File: config.mk
export PLATFORM = sky130hd
export DESIGN_NAME = observer_state_feedback_controller
export DESIGN_NICKNAME = d
export VERILOG_FILES = /design/src/osfc_pkg.sv /design/src/osfc_ctrl.sv /design/src/osfc_dpath.sv /design/src/observer_state_feedback_controller.sv
export SDC_FILE = /design/constraint.sdc
export NUM_CORES = 2
export LEC_CHECK = 0
export BUFFER_PORTS_ARGS = -buffer_cell sky130_fd_sc_hd__buf_2
export CAP_MARGIN = 15
export CORE_MARGIN = 10
export CORE_UTILIZATION = 50
export CTS_CLUSTER_SIZE = 25
export DETAILED_ROUTE_END_ITERATION = 16
export PLACE_DENSITY_LB_ADDON = 0.1
export SLEW_MARGIN = 10
export SYNTH_ARGS = -nofsm -noshare
export SYNTH_HDL_FRONTEND = slang
export SYNTH_SLANG_ARGS = --single-unit
File: constraint.sdc
create_clock -name i_clk -period 19.6 [get_ports i_clk]
set_input_delay 0.98 -clock i_clk [delete_from_list [all_inputs] [get_ports i_clk]]
set_output_delay 0.98 -clock i_clk [all_outputs]
set_load 0.05 [all_outputs]
File: src/osfc_pkg.sv
// types, codes and coefficient table shared by the observer controller
`timescale 1ns / 1ps

package osfc_pkg;

    localparam int TAB_FRAC = 24;
    localparam int CF_MAX_W = 28;

    typedef struct packed {
        logic signed [31:0] velocity_in;
        logic signed [31:0] position_meas;
        logic signed [31:0] angle_meas;
    } t_in_word;

    typedef struct packed {
        logic signed [31:0] control_out;
        logic signed [31:0] position_error;
    } t_out_word;

    // multiplier signal operand
    typedef enum logic [2:0] {
        SIG_Q1,
        SIG_Q2,
        SIG_Q3,
        SIG_VEL,
        SIG_EP,
        SIG_EA
    } t_sig;

    // multiplier coefficient operand
    typedef enum logic [3:0] {
        CF_ONE,
        CF_A22,
        CF_A23,
        CF_A32,
        CF_B2,
        CF_B3,
        CF_L1,
        CF_L2,
        CF_L3,
        CF_NK1,
        CF_NK2,
        CF_NK3
    } t_coef;

    // where a finished accumulation goes
    typedef enum logic [2:0] {
        FIN_NONE,
        FIN_N1,
        FIN_N2,
        FIN_N3,
        FIN_U
    } t_fin;

    typedef enum logic [1:0] {
        ST_IDLE,
        ST_RUN,
        ST_FIN
    } t_state;

    typedef struct packed {
        logic  load;
        logic  mac;
        t_sig  sig;
        t_coef cf;
        logic  first;
        t_fin  fin;
    } t_cmd;

    // coefficient with 24 fraction bits, rounded half up to frac bits
    function automatic logic signed [CF_MAX_W-1:0] cf_value(input t_coef c, input int frac);
        logic signed [31:0] v;
        int                 s;
        unique case (c)
            CF_ONE:  v = 32'sd16777216;
            CF_A22:  v = 32'sd16844325;
            CF_A23:  v = 32'sd167940;
            CF_A32:  v = 32'sd13733829;
            CF_B2:   v = -32'sd1400059;
            CF_B3:   v = -32'sd571935;
            CF_L1:   v = 32'sd10368319;
            CF_L2:   v = 32'sd10715608;
            CF_L3:   v = 32'sd27467658;
            CF_NK1:  v = 32'sd15112916;
            CF_NK2:  v = 32'sd41461534;
            CF_NK3:  v = 32'sd4269801;
            default: v = 32'sd0;
        endcase
        s = TAB_FRAC - frac;
        if (s > 0) begin
            v = (v + (32'sd1 <<< (s - 1))) >>> s;
        end
        return CF_MAX_W'(v);
    endfunction

endpackage

File: src/osfc_ctrl.sv
// sequencer for the observer controller: handshakes and multiply-accumulate schedule
`timescale 1ns / 1ps

module osfc_ctrl
    import osfc_pkg::*;
(
    input  logic i_clk,
    input  logic i_rst_n,
    input  logic i_in_valid,
    output logic o_in_ready,
    output logic o_out_valid,
    input  logic i_out_ready,
    output t_cmd o_cmd
);

    localparam logic [3:0] LAST_STEP = 4'd15;

    t_state     r_state, n_state;
    logic [3:0] r_step, n_step;
    logic       r_out_valid, n_out_valid;
    logic       w_in_acc;
    logic       w_out_free;

    assign o_in_ready  = (r_state == ST_IDLE) || (r_state == ST_FIN);
    assign o_out_valid = r_out_valid;
    assign w_in_acc    = i_in_valid && o_in_ready;
    assign w_out_free  = !r_out_valid || i_out_ready;

    // next state
    always_comb begin
        n_state = r_state;
        n_step  = r_step;
        unique case (r_state)
            ST_IDLE: begin
                if (w_in_acc) begin
                    n_state = ST_RUN;
                    n_step  = '0;
                end
            end
            ST_RUN: begin
                if (r_step != LAST_STEP) begin
                    n_step = r_step + 4'd1;
                end else if (w_out_free) begin
                    n_state = ST_FIN;
                end
            end
            ST_FIN: begin
                if (w_in_acc) begin
                    n_state = ST_RUN;
                    n_step  = '0;
                end else begin
                    n_state = ST_IDLE;
                end
            end
            default: n_state = ST_IDLE;
        endcase
    end

    // output valid
    always_comb begin
        n_out_valid = r_out_valid;
        if (r_out_valid && i_out_ready) begin
            n_out_valid = 1'b0;
        end
        if (r_state == ST_FIN) begin
            n_out_valid = 1'b1;
        end
    end

    // datapath commands
    always_comb begin
        o_cmd       = '0;
        o_cmd.sig   = SIG_Q1;
        o_cmd.cf    = CF_ONE;
        o_cmd.fin   = FIN_NONE;
        o_cmd.load  = w_in_acc;
        if (r_state == ST_RUN) begin
            unique case (r_step)
                4'd0:  begin o_cmd.mac = 1'b1; o_cmd.sig = SIG_Q1;  o_cmd.cf = CF_ONE;
                             o_cmd.first = 1'b1; end
                4'd1:  begin o_cmd.mac = 1'b1; o_cmd.sig = SIG_EP;  o_cmd.cf = CF_L1;  end
                4'd2:  begin o_cmd.mac = 1'b1; o_cmd.sig = SIG_Q2;  o_cmd.cf = CF_A22;
                             o_cmd.first = 1'b1; o_cmd.fin = FIN_N1; end
                4'd3:  begin o_cmd.mac = 1'b1; o_cmd.sig = SIG_Q3;  o_cmd.cf = CF_A23; end
                4'd4:  begin o_cmd.mac = 1'b1; o_cmd.sig = SIG_VEL; o_cmd.cf = CF_B2;  end
                4'd5:  begin o_cmd.mac = 1'b1; o_cmd.sig = SIG_EA;  o_cmd.cf = CF_L2;  end
                4'd6:  begin o_cmd.mac = 1'b1; o_cmd.sig = SIG_Q2;  o_cmd.cf = CF_A32;
                             o_cmd.first = 1'b1; o_cmd.fin = FIN_N2; end
                4'd7:  begin o_cmd.mac = 1'b1; o_cmd.sig = SIG_Q3;  o_cmd.cf = CF_A22; end
                4'd8:  begin o_cmd.mac = 1'b1; o_cmd.sig = SIG_VEL; o_cmd.cf = CF_B3;  end
                4'd9:  begin o_cmd.mac = 1'b1; o_cmd.sig = SIG_EA;  o_cmd.cf = CF_L3;  end
                4'd10: begin o_cmd.fin = FIN_N3; end
                4'd11: begin end
                4'd12: begin o_cmd.mac = 1'b1; o_cmd.sig = SIG_Q1;  o_cmd.cf = CF_NK1;
                             o_cmd.first = 1'b1; end
                4'd13: begin o_cmd.mac = 1'b1; o_cmd.sig = SIG_Q2;  o_cmd.cf = CF_NK2; end
                4'd14: begin o_cmd.mac = 1'b1; o_cmd.sig = SIG_Q3;  o_cmd.cf = CF_NK3; end
                4'd15: begin
                    if (w_out_free) begin
                        o_cmd.fin = FIN_U;
                    end
                end
                default: begin end
            endcase
        end
    end

    always_ff @(posedge i_clk) begin
        if (!i_rst_n) begin
            r_state     <= ST_IDLE;
            r_step      <= '0;
            r_out_valid <= 1'b0;
        end else begin
            r_state     <= n_state;
            r_step      <= n_step;
            r_out_valid <= n_out_valid;
        end
    end

endmodule

File: src/osfc_dpath.sv
// datapath of the observer controller: shared multiplier, accumulator and estimates
`timescale 1ns / 1ps

module osfc_dpath
    import osfc_pkg::*;
#(
    parameter int FRAC_BITS = 16
) (
    input  logic      i_clk,
    input  logic      i_rst_n,
    input  t_cmd      i_cmd,
    input  t_in_word  i_in_word,
    output t_out_word o_out_word
);

    localparam int CW    = FRAC_BITS + 3;
    localparam int PW    = 32 + CW;
    localparam int ACC_W = PW + 3;
    localparam logic signed [ACC_W-1:0] HALF  = ACC_W'(1) <<< (FRAC_BITS - 1);
    localparam logic signed [ACC_W-1:0] MAXV  = {{(ACC_W-32){1'b0}}, 32'h7fff_ffff};
    localparam logic signed [ACC_W-1:0] MINV  = {{(ACC_W-32){1'b1}}, 32'h8000_0000};
    localparam logic signed [32:0]      MAX33 = 33'sh0_7fff_ffff;
    localparam logic signed [32:0]      MIN33 = -33'sh0_8000_0000;

    logic signed [31:0]       r_vel, r_ep, r_ea;
    logic signed [31:0]       r_q1, r_q2, r_q3, r_n2;
    logic signed [PW-1:0]     r_prod;
    logic signed [ACC_W-1:0]  r_acc;
    logic                     r_mac_d, r_first_d;
    t_fin                     r_fin_d;
    t_out_word                r_out;

    logic signed [31:0]         w_sig;
    logic signed [CF_MAX_W-1:0] w_cf_full;
    logic signed [CW-1:0]       w_cf;
    logic signed [PW-1:0]       n_prod;
    logic signed [ACC_W-1:0]    n_acc;
    logic signed [ACC_W-1:0]    w_shift;
    logic signed [31:0]         w_fin;
    logic signed [32:0]         w_dp, w_da;

    function automatic logic signed [31:0] sat33(input logic signed [32:0] d);
        if (d > MAX33) begin
            return 32'sh7fff_ffff;
        end else if (d < MIN33) begin
            return -32'sh8000_0000;
        end
        return d[31:0];
    endfunction

    // operand select and product
    always_comb begin
        unique case (i_cmd.sig)
            SIG_Q1:  w_sig = r_q1;
            SIG_Q2:  w_sig = r_q2;
            SIG_Q3:  w_sig = r_q3;
            SIG_VEL: w_sig = r_vel;
            SIG_EP:  w_sig = r_ep;
            SIG_EA:  w_sig = r_ea;
            default: w_sig = r_q1;
        endcase
    end

    assign w_cf_full = cf_value(i_cmd.cf, FRAC_BITS);
    assign w_cf      = w_cf_full[CW-1:0];
    assign n_prod    = PW'(w_sig) * PW'(w_cf);

    // rounding half is seeded on the first term of each sum
    assign n_acc   = (r_first_d ? HALF : r_acc) + ACC_W'(r_prod);
    assign w_shift = r_acc >>> FRAC_BITS;
    always_comb begin
        if (w_shift > MAXV) begin
            w_fin = 32'sh7fff_ffff;
        end else if (w_shift < MINV) begin
            w_fin = -32'sh8000_0000;
        end else begin
            w_fin = w_shift[31:0];
        end
    end

    assign w_dp = 33'(i_in_word.position_meas) - 33'(r_q1);
    assign w_da = 33'(i_in_word.angle_meas) - 33'(r_q2);

    always_ff @(posedge i_clk) begin
        if (!i_rst_n) begin
            r_q1      <= '0;
            r_q2      <= '0;
            r_q3      <= '0;
            r_mac_d   <= 1'b0;
            r_first_d <= 1'b0;
            r_fin_d   <= FIN_NONE;
        end else begin
            r_mac_d   <= i_cmd.mac;
            r_first_d <= i_cmd.first;
            r_fin_d   <= i_cmd.fin;
            unique case (r_fin_d)
                FIN_N1: r_q1 <= w_fin;
                FIN_N3: begin
                    r_q2 <= r_n2;
                    r_q3 <= w_fin;
                end
                default: begin end
            endcase
        end
    end

    always_ff @(posedge i_clk) begin
        if (i_cmd.load) begin
            r_vel <= i_in_word.velocity_in;
            r_ep  <= sat33(w_dp);
            r_ea  <= sat33(w_da);
        end
        r_prod <= n_prod;
        if (r_mac_d) begin
            r_acc <= n_acc;
        end
        if (r_fin_d == FIN_N2) begin
            r_n2 <= w_fin;
        end
        if (r_fin_d == FIN_U) begin
            r_out.control_out    <= w_fin;
            r_out.position_error <= r_ep;
        end
    end

    assign o_out_word = r_out;

endmodule

File: src/observer_state_feedback_controller.sv
// top level of the observer-based state-feedback controller
// result word: valid as it enters the output register, after the last step and the FIN state
// one word at a time: the 16-step schedule runs on one shared multiplier
// a new input word is taken while idle or in the cycle the previous result is written to the output register
// a result that is not taken holds the schedule on its last step
// reset: synchronous active low, clears the three estimates and all handshake state
`timescale 1ns / 1ps

module observer_state_feedback_controller
    import osfc_pkg::*;
#(
    parameter int FRAC_BITS = 16
) (
    input  logic      i_clk,
    input  logic      i_rst_n,
    input  logic      i_in_valid,
    output logic      o_in_ready,
    input  t_in_word  i_in_word,
    output logic      o_out_valid,
    input  logic      i_out_ready,
    output t_out_word o_out_word
);

    // command word from the sequencer to the datapath
    t_cmd w_cmd;

    // sequencer: input accept loads operands and errors, then 16 steps
    // issue the observer and feedback products; the last step writes the
    // result word once the output register is free
    osfc_ctrl u_ctrl (
        .i_clk       (i_clk),
        .i_rst_n     (i_rst_n),
        .i_in_valid  (i_in_valid),
        .o_in_ready  (o_in_ready),
        .o_out_valid (o_out_valid),
        .i_out_ready (i_out_ready),
        .o_cmd       (w_cmd)
    );

    // datapath: one registered multiplier feeding one accumulator,
    // round and saturate on the way into the estimates and the result
    osfc_dpath #(
        .FRAC_BITS (FRAC_BITS)
    ) u_dpath (
        .i_clk      (i_clk),
        .i_rst_n    (i_rst_n),
        .i_cmd      (w_cmd),
        .i_in_word  (i_in_word),
        .o_out_word (o_out_word)
    );

endmodule

[Word-level counts from Yosys, hierarchy flattened]
Memories as Yosys holds them, arrays and structs flattened.
Index checks and enable logic that the tools add are counted.
Word-level totals
  word-level logic and storage cells: 106
  output and inout bits: 66
  memories kept: 1
  bits in latches: 0
  bits in registers: 405
  ROM bits: 512
  memory bits (writable): 0
  input port bits: 100
Memory list
  (no name shown): depth 16, width 32, read ports 1, clocked after memory_dff 0, wr ports 0, line osfc_pkg.sv:74  | unique case (c)
Operators by class
  add/subtract/negate cells: 5
  order comparisons: 6
  multiply operators: 1
  reduce and logical (&&, ||, !) cells: 14
  eq/ne operators: 31
  div/mod/pow operators: 0
  bitwise logic cells: 0
  multiplexer cells: 31
  shift-type cells: 0
Operator list (count)
  $mux 32: 8
  $pmux 32 s5: 1
  $pmux 8 s13: 1
  $gt 33x32->1 const B: 2
  $lt 33x32->1 const B: 2
  $sub 32x32->33: 2
  $add 54x51->54: 1
  $mux 54: 1
  $mul 32x19->51: 1
  $gt 38x32->1 const B: 1
  $lt 38x32->1 const B: 1
  $eq 4x4->1 const B: 7
  $add 27x9->27 const B: 1
  $eq 4x3->1 const B: 4
  $eq 3x2->1 const B: 4
  $pmux 3 s4: 1
  $mux 11: 1
  $mux 1: 10
  $eq 3x3->1 const B: 3
  $eq 4x2->1 const B: 2
  $mux 4: 2
  $ne 2x1->1 const B: 4
  $pmux 4 s2: 1
  $eq 3x1->1 const B: 2
  other kinds (19): 25

[Longest topological paths before layout]
  depth after elaboration: 8
  gate-level depth with buffers: 41
  depth with buffers taken out: 38

[Modules after synthesis]
From an unflattened synthesis, not the netlist that was laid out.
Second synthesis, totals
  cell total of the unflattened synthesis: 4555
  area total of the unflattened synthesis: 42695.9 um^2
Modules (own cells, without submodules)
  osfc_dpath: cells each 4460, seq. area each 10430.0 um^2, times used 1, area each 41975.3 um^2
  osfc_ctrl: cells each 95, seq. area each 140.1 um^2, times used 1, area each 720.7 um^2

[Worst setup path after synthesis]
Ideal clock, no wire load.
  kind: reg2reg
  start: register u_ctrl.r_step[0]
  end: register u_dpath.r_prod[50]
  required time: 19.514 ns
  period minus slack after synthesis: 9.280 ns
  setup time: 0.086 ns
  cell stages (with the launch flop): 38
  arrival: 9.195 ns
  path buffers: 4
  path slack: 10.320 ns
  cell sequence: dfxtp_1 > inv_1 > ha_1 > buf_2 > a21boi_1 > o21ai_0 > nand2_1 > or2_2 > buf_2 > ha_1 > buf_1 > nor2_1 > a211o_1 > mux2i_1 > nand3_1 > o311ai_2 > clkbuf_1 > nand2_1 > [2 not listed] > fa_1 > inv_1 > fa_1 > inv_1 > fa_1 > fa_1 > fa_1 > ha_1 > ha_1 > nand4_1 > nor4_1 > nand3_1 > o22ai_1 > nor2_1 > o31ai_1 > a31oi_1 > o311a_1 > a211oi_1
On the way
  word-level cells in the longest chain between the ends: 6
  elaborated cells on any way between the ends: 24
  those cells by class: add/sub (1); mul (1); eq/ne (17); mux (3); reduce/logical (1); memory (1)
Ends and longest elaborated chain
  start, declared: line osfc_ctrl.sv:19  | logic [3:0] r_step, n_step;
  start signal, assigned: line osfc_ctrl.sv:115  | r_step <= n_step;
  $eq 4x4->1, or another cell as far along: line osfc_ctrl.sv:78  | unique case (r_step)
  $pmux 8 s13 *: line osfc_ctrl.sv:78
  $mux 11 *: line osfc_ctrl.sv:77  | if (r_state == ST_RUN) begin
  $mem_v2 16x32, or another cell as far along
  $add 27x9->27 / $pmux 32 s5 (equally long branches): line osfc_pkg.sv:91, osfc_dpath.sv:53
  $mul 32x19->51 *: line osfc_dpath.sv:66  | assign n_prod = PW'(w_sig) * PW'(w_cf);
  net u_dpath.n_prod[50]: line osfc_dpath.sv:36  | logic signed [PW-1:0] n_prod;
  end signal, assigned: line osfc_dpath.sv:113  | r_prod <= n_prod;
  end, declared: line osfc_dpath.sv:27  | logic signed [PW-1:0] r_prod;
Mark *: on every way through the listed nets, which the timed path passes. The rest lies on a longest branch.
A chain may end at the register's enable or synchronous reset.

[Worst setup path after layout]
  start: register u_ctrl.r_step[2]
  end: register u_dpath.r_prod[50]
Same word-level chain as after synthesis.

==> reports/results.ini <==
[sta]
finalClockSkew_ns = 0.0402
worst_pin_slew_ns = 1.17
finalSetupViolations = 0
period_minus_slack_ns = 11.26
layout_setup_ws_ns = 8.34
fin_hold_ws_ns = 0.470
slew_headroom = 0.220
slew_viol_final = 0
max_freq_mhz = 88.8
final_hold_viol_count = 0
fin_setup_tns_ns = 0
min_period_over_period = 0.575
rsz0062_at_grt = false

[floorplan]
rows = 107
chipWidth_um = 314
pin_count = 166
die_y_um = 314
core_sq_um = 85400
die_area_sq_um = 98500
initial_core_util = 0.505

[status]
status = completed

[cells_and_area]
post-route-util = 0.548
final_cell_mix = 747 x inv_1, 699 x nand2_1, 593 x fa_1
final_nets = 5645
fillers = 7990
final_common_cell = inv_1
stdcell_count = 5868
design_area_sq_um = 46800
area_growth_pct = 8.36
drive_gt1_frac = 0.0845

[global_routing]
grt_max_degree = 86
overflow = 0
grt_pass1_vias = 33000
grt_util_all_layers = 0.263
antenna_found_initial = 3
grt_pass1_wl_um = 199000

[clock_tree]
cts_root_buffer = clkbuf_16
clock_path_buffers = 3
clk_pin_slew_ns = 0.06
clock_latency_ns = 0.60
cts_hold_buf = 0
cts_buffers = 46
post-cts-setup-buffers = 0
cts.htree.levels = 2
cts_tree = done
cts_sinks = 405
cts-resized-gates = 0

[logic_synthesis]
synth_seq_cells = 405
yosys_warnings = 0
syn_area_per_cell_sq_um = 9.34
synth_area_sq_um = 43200
ys_seq_area_frac = 0.245
synthArstFlopShare = 0
synth_ff_type = edfxtp_1
synth_fp_nets = 5581
ys_types = 96
synth_edf_count = 246
synth_cells = 4621

[setup_path]
crit_type = flip-flop to flip-flop
slowest_delay_ns = 0.91
crit_required_ns = 20.06
worstPathMaxFanout = 68
crit_slowest_cell = dfxtp_1
r2r_setup_slack_ns = 8.34
arrival_ns = 11.72
start_kind = flip-flop
cp-end-kind = flip-flop
cp_common_cell = fa_1

[route]
drt_iter0_drc = 2680
wl_per_cell_um = 22.2
wirelength_um = 130000
dr.pass1.iters = 5
drc = 0
num_vias = 32800
ant_nets = 0
routed_via_density = 5.59

[run]
max_cap_viol_count = 0

[placed_design]
dp.final_hpwl_um = 103000
dp_slack_ns = 8.54
dpl-instance-area_sq_um = 45100
gp_congestion = 0.925
portBuffers = 165
place_inst = 5781

[worst_hold_path]
hp-class = flip-flop to flip-flop

[power]
ir_worst_vdd_uv = 66.1
p_leak_nw = 22.2
power_mw = 2.15
power.density_nw_per_um2 = 45.9

layer usage:
| metal | track usage | up-vias | routed length [um] |
|---|---|---|---|
| met5 | 0 | - | 0 |
| met4 | 0.0945 | 0 | 5150 |
| met3 | 0.0361 | 184 | 8050 |
| met2 | 0.448 | 1062 | 63600 |
| met1 | 0.340 | 16400 | 53500 |
| li1 | - | 15100 | - |
Yosys cell counts (38+ instances only):
| cell type | instances | area [sq um] |
|---|---|---|
| nor2b_1 | 103 | 644 |
| a21boi_0 | 43 | 323 |
| xor2_1 | 56 | 490 |
| nand2_1 | 700 | 2630 |
| nand2b_1 | 38 | 238 |
| o22ai_1 | 41 | 257 |
| nor2_1 | 204 | 766 |
| ha_1 | 267 | 3340 |
| o211a_1 | 62 | 621 |
| buf_2 | 55 | 275 |
| clkbuf_1 | 129 | 484 |
| edfxtp_1 | 246 | 7390 |
| a21oi_1 | 311 | 1560 |
| fa_1 | 593 | 11900 |
| inv_1 | 748 | 2810 |
| and2_1 | 114 | 713 |
| o21ai_0 | 126 | 631 |
| xnor2_1 | 95 | 832 |
| a21o_1 | 69 | 518 |
| dfxtp_1 | 159 | 3180 |
worst max-delay path: cells and delay by family, from the launching register on:
family | cells | cell delay [ns]
adder cells (fa/ha/maj) | 8 | 3.88
AND/OR/NAND/NOR | 7 | 1.33
flip-flops | 1 | 0.91
buffers and inverters | 6 | 1.83
AO/OA/AOI/OAI | 10 | 3.05
flip-flops by register name, summed over array words and instances (netlist names), 3 cells and up:
name / flops
u_dpath.r_prod: 51
u_ctrl.r_step: 4
u_dpath.r_q2: 32
u_dpath.r_n2: 32
u_dpath.r_ep: 32
u_dpath.r_fin_d: 3
u_dpath.r_ea: 32
u_dpath.o_out_word: 64
u_dpath.r_q1: 32
u_dpath.r_vel: 32
u_dpath.r_q3: 32
u_dpath.r_acc: 54
kinds of logic (layout without fill, tap and decap cells):
group	count (synthesis)	in the layout	share of synthesized area
AND/OR/NAND/NOR	1319	1319	0.139
adder cells (fa/ha/maj)	868	868	0.354
flip-flops	405	405	0.245
AO/OA/AOI/OAI	880	880	0.136
buffers and inverters	959	1061	0.0864
multiplexers	38	38	0.00890
XOR/XNOR	152	152	0.0310
other	0	1	0
worst paths after layout:
| kind | to | start | depth (start not counted) |
|---|---|---|---|
| max | u_dpath.r_prod[50]$_DFF_P_ | u_ctrl.r_step[2]$_SDFFE_PN0P_ | 31 |
| max reg2reg | u_dpath.r_prod[50]$_DFF_P_ | u_ctrl.r_step[2]$_SDFFE_PN0P_ | 31 |
| min reg2reg | u_dpath.o_out_word[8]$_DFFE_PN_ | u_dpath.r_ep[8]$_DFFE_PP_ | 0 |
| min | u_dpath.o_out_word[8]$_DFFE_PN_ | u_dpath.r_ep[8]$_DFFE_PP_ | 0 |
cell type report:
type                    count  area, sq um  area share
multi-input cells        3257        29000       0.621
flip-flops and latches    405        10600       0.226
inverters                 749         2810      0.0602
well taps                1144         1430      0.0306
clock buffers              58         1300      0.0278
repair buffers            226         1290      0.0275
clock inverters            28          337     0.00719
diodes                      1         2.50   0.0000535
power breakdown:
part           total [mW]  switching [mW]  internal (mW)
sequential          0.959          0.0178          0.941
clock               0.917           0.365          0.552
combinational       0.272           0.177         0.0945
total                2.15           0.560           1.59
(Power assumes the default switching activity.)
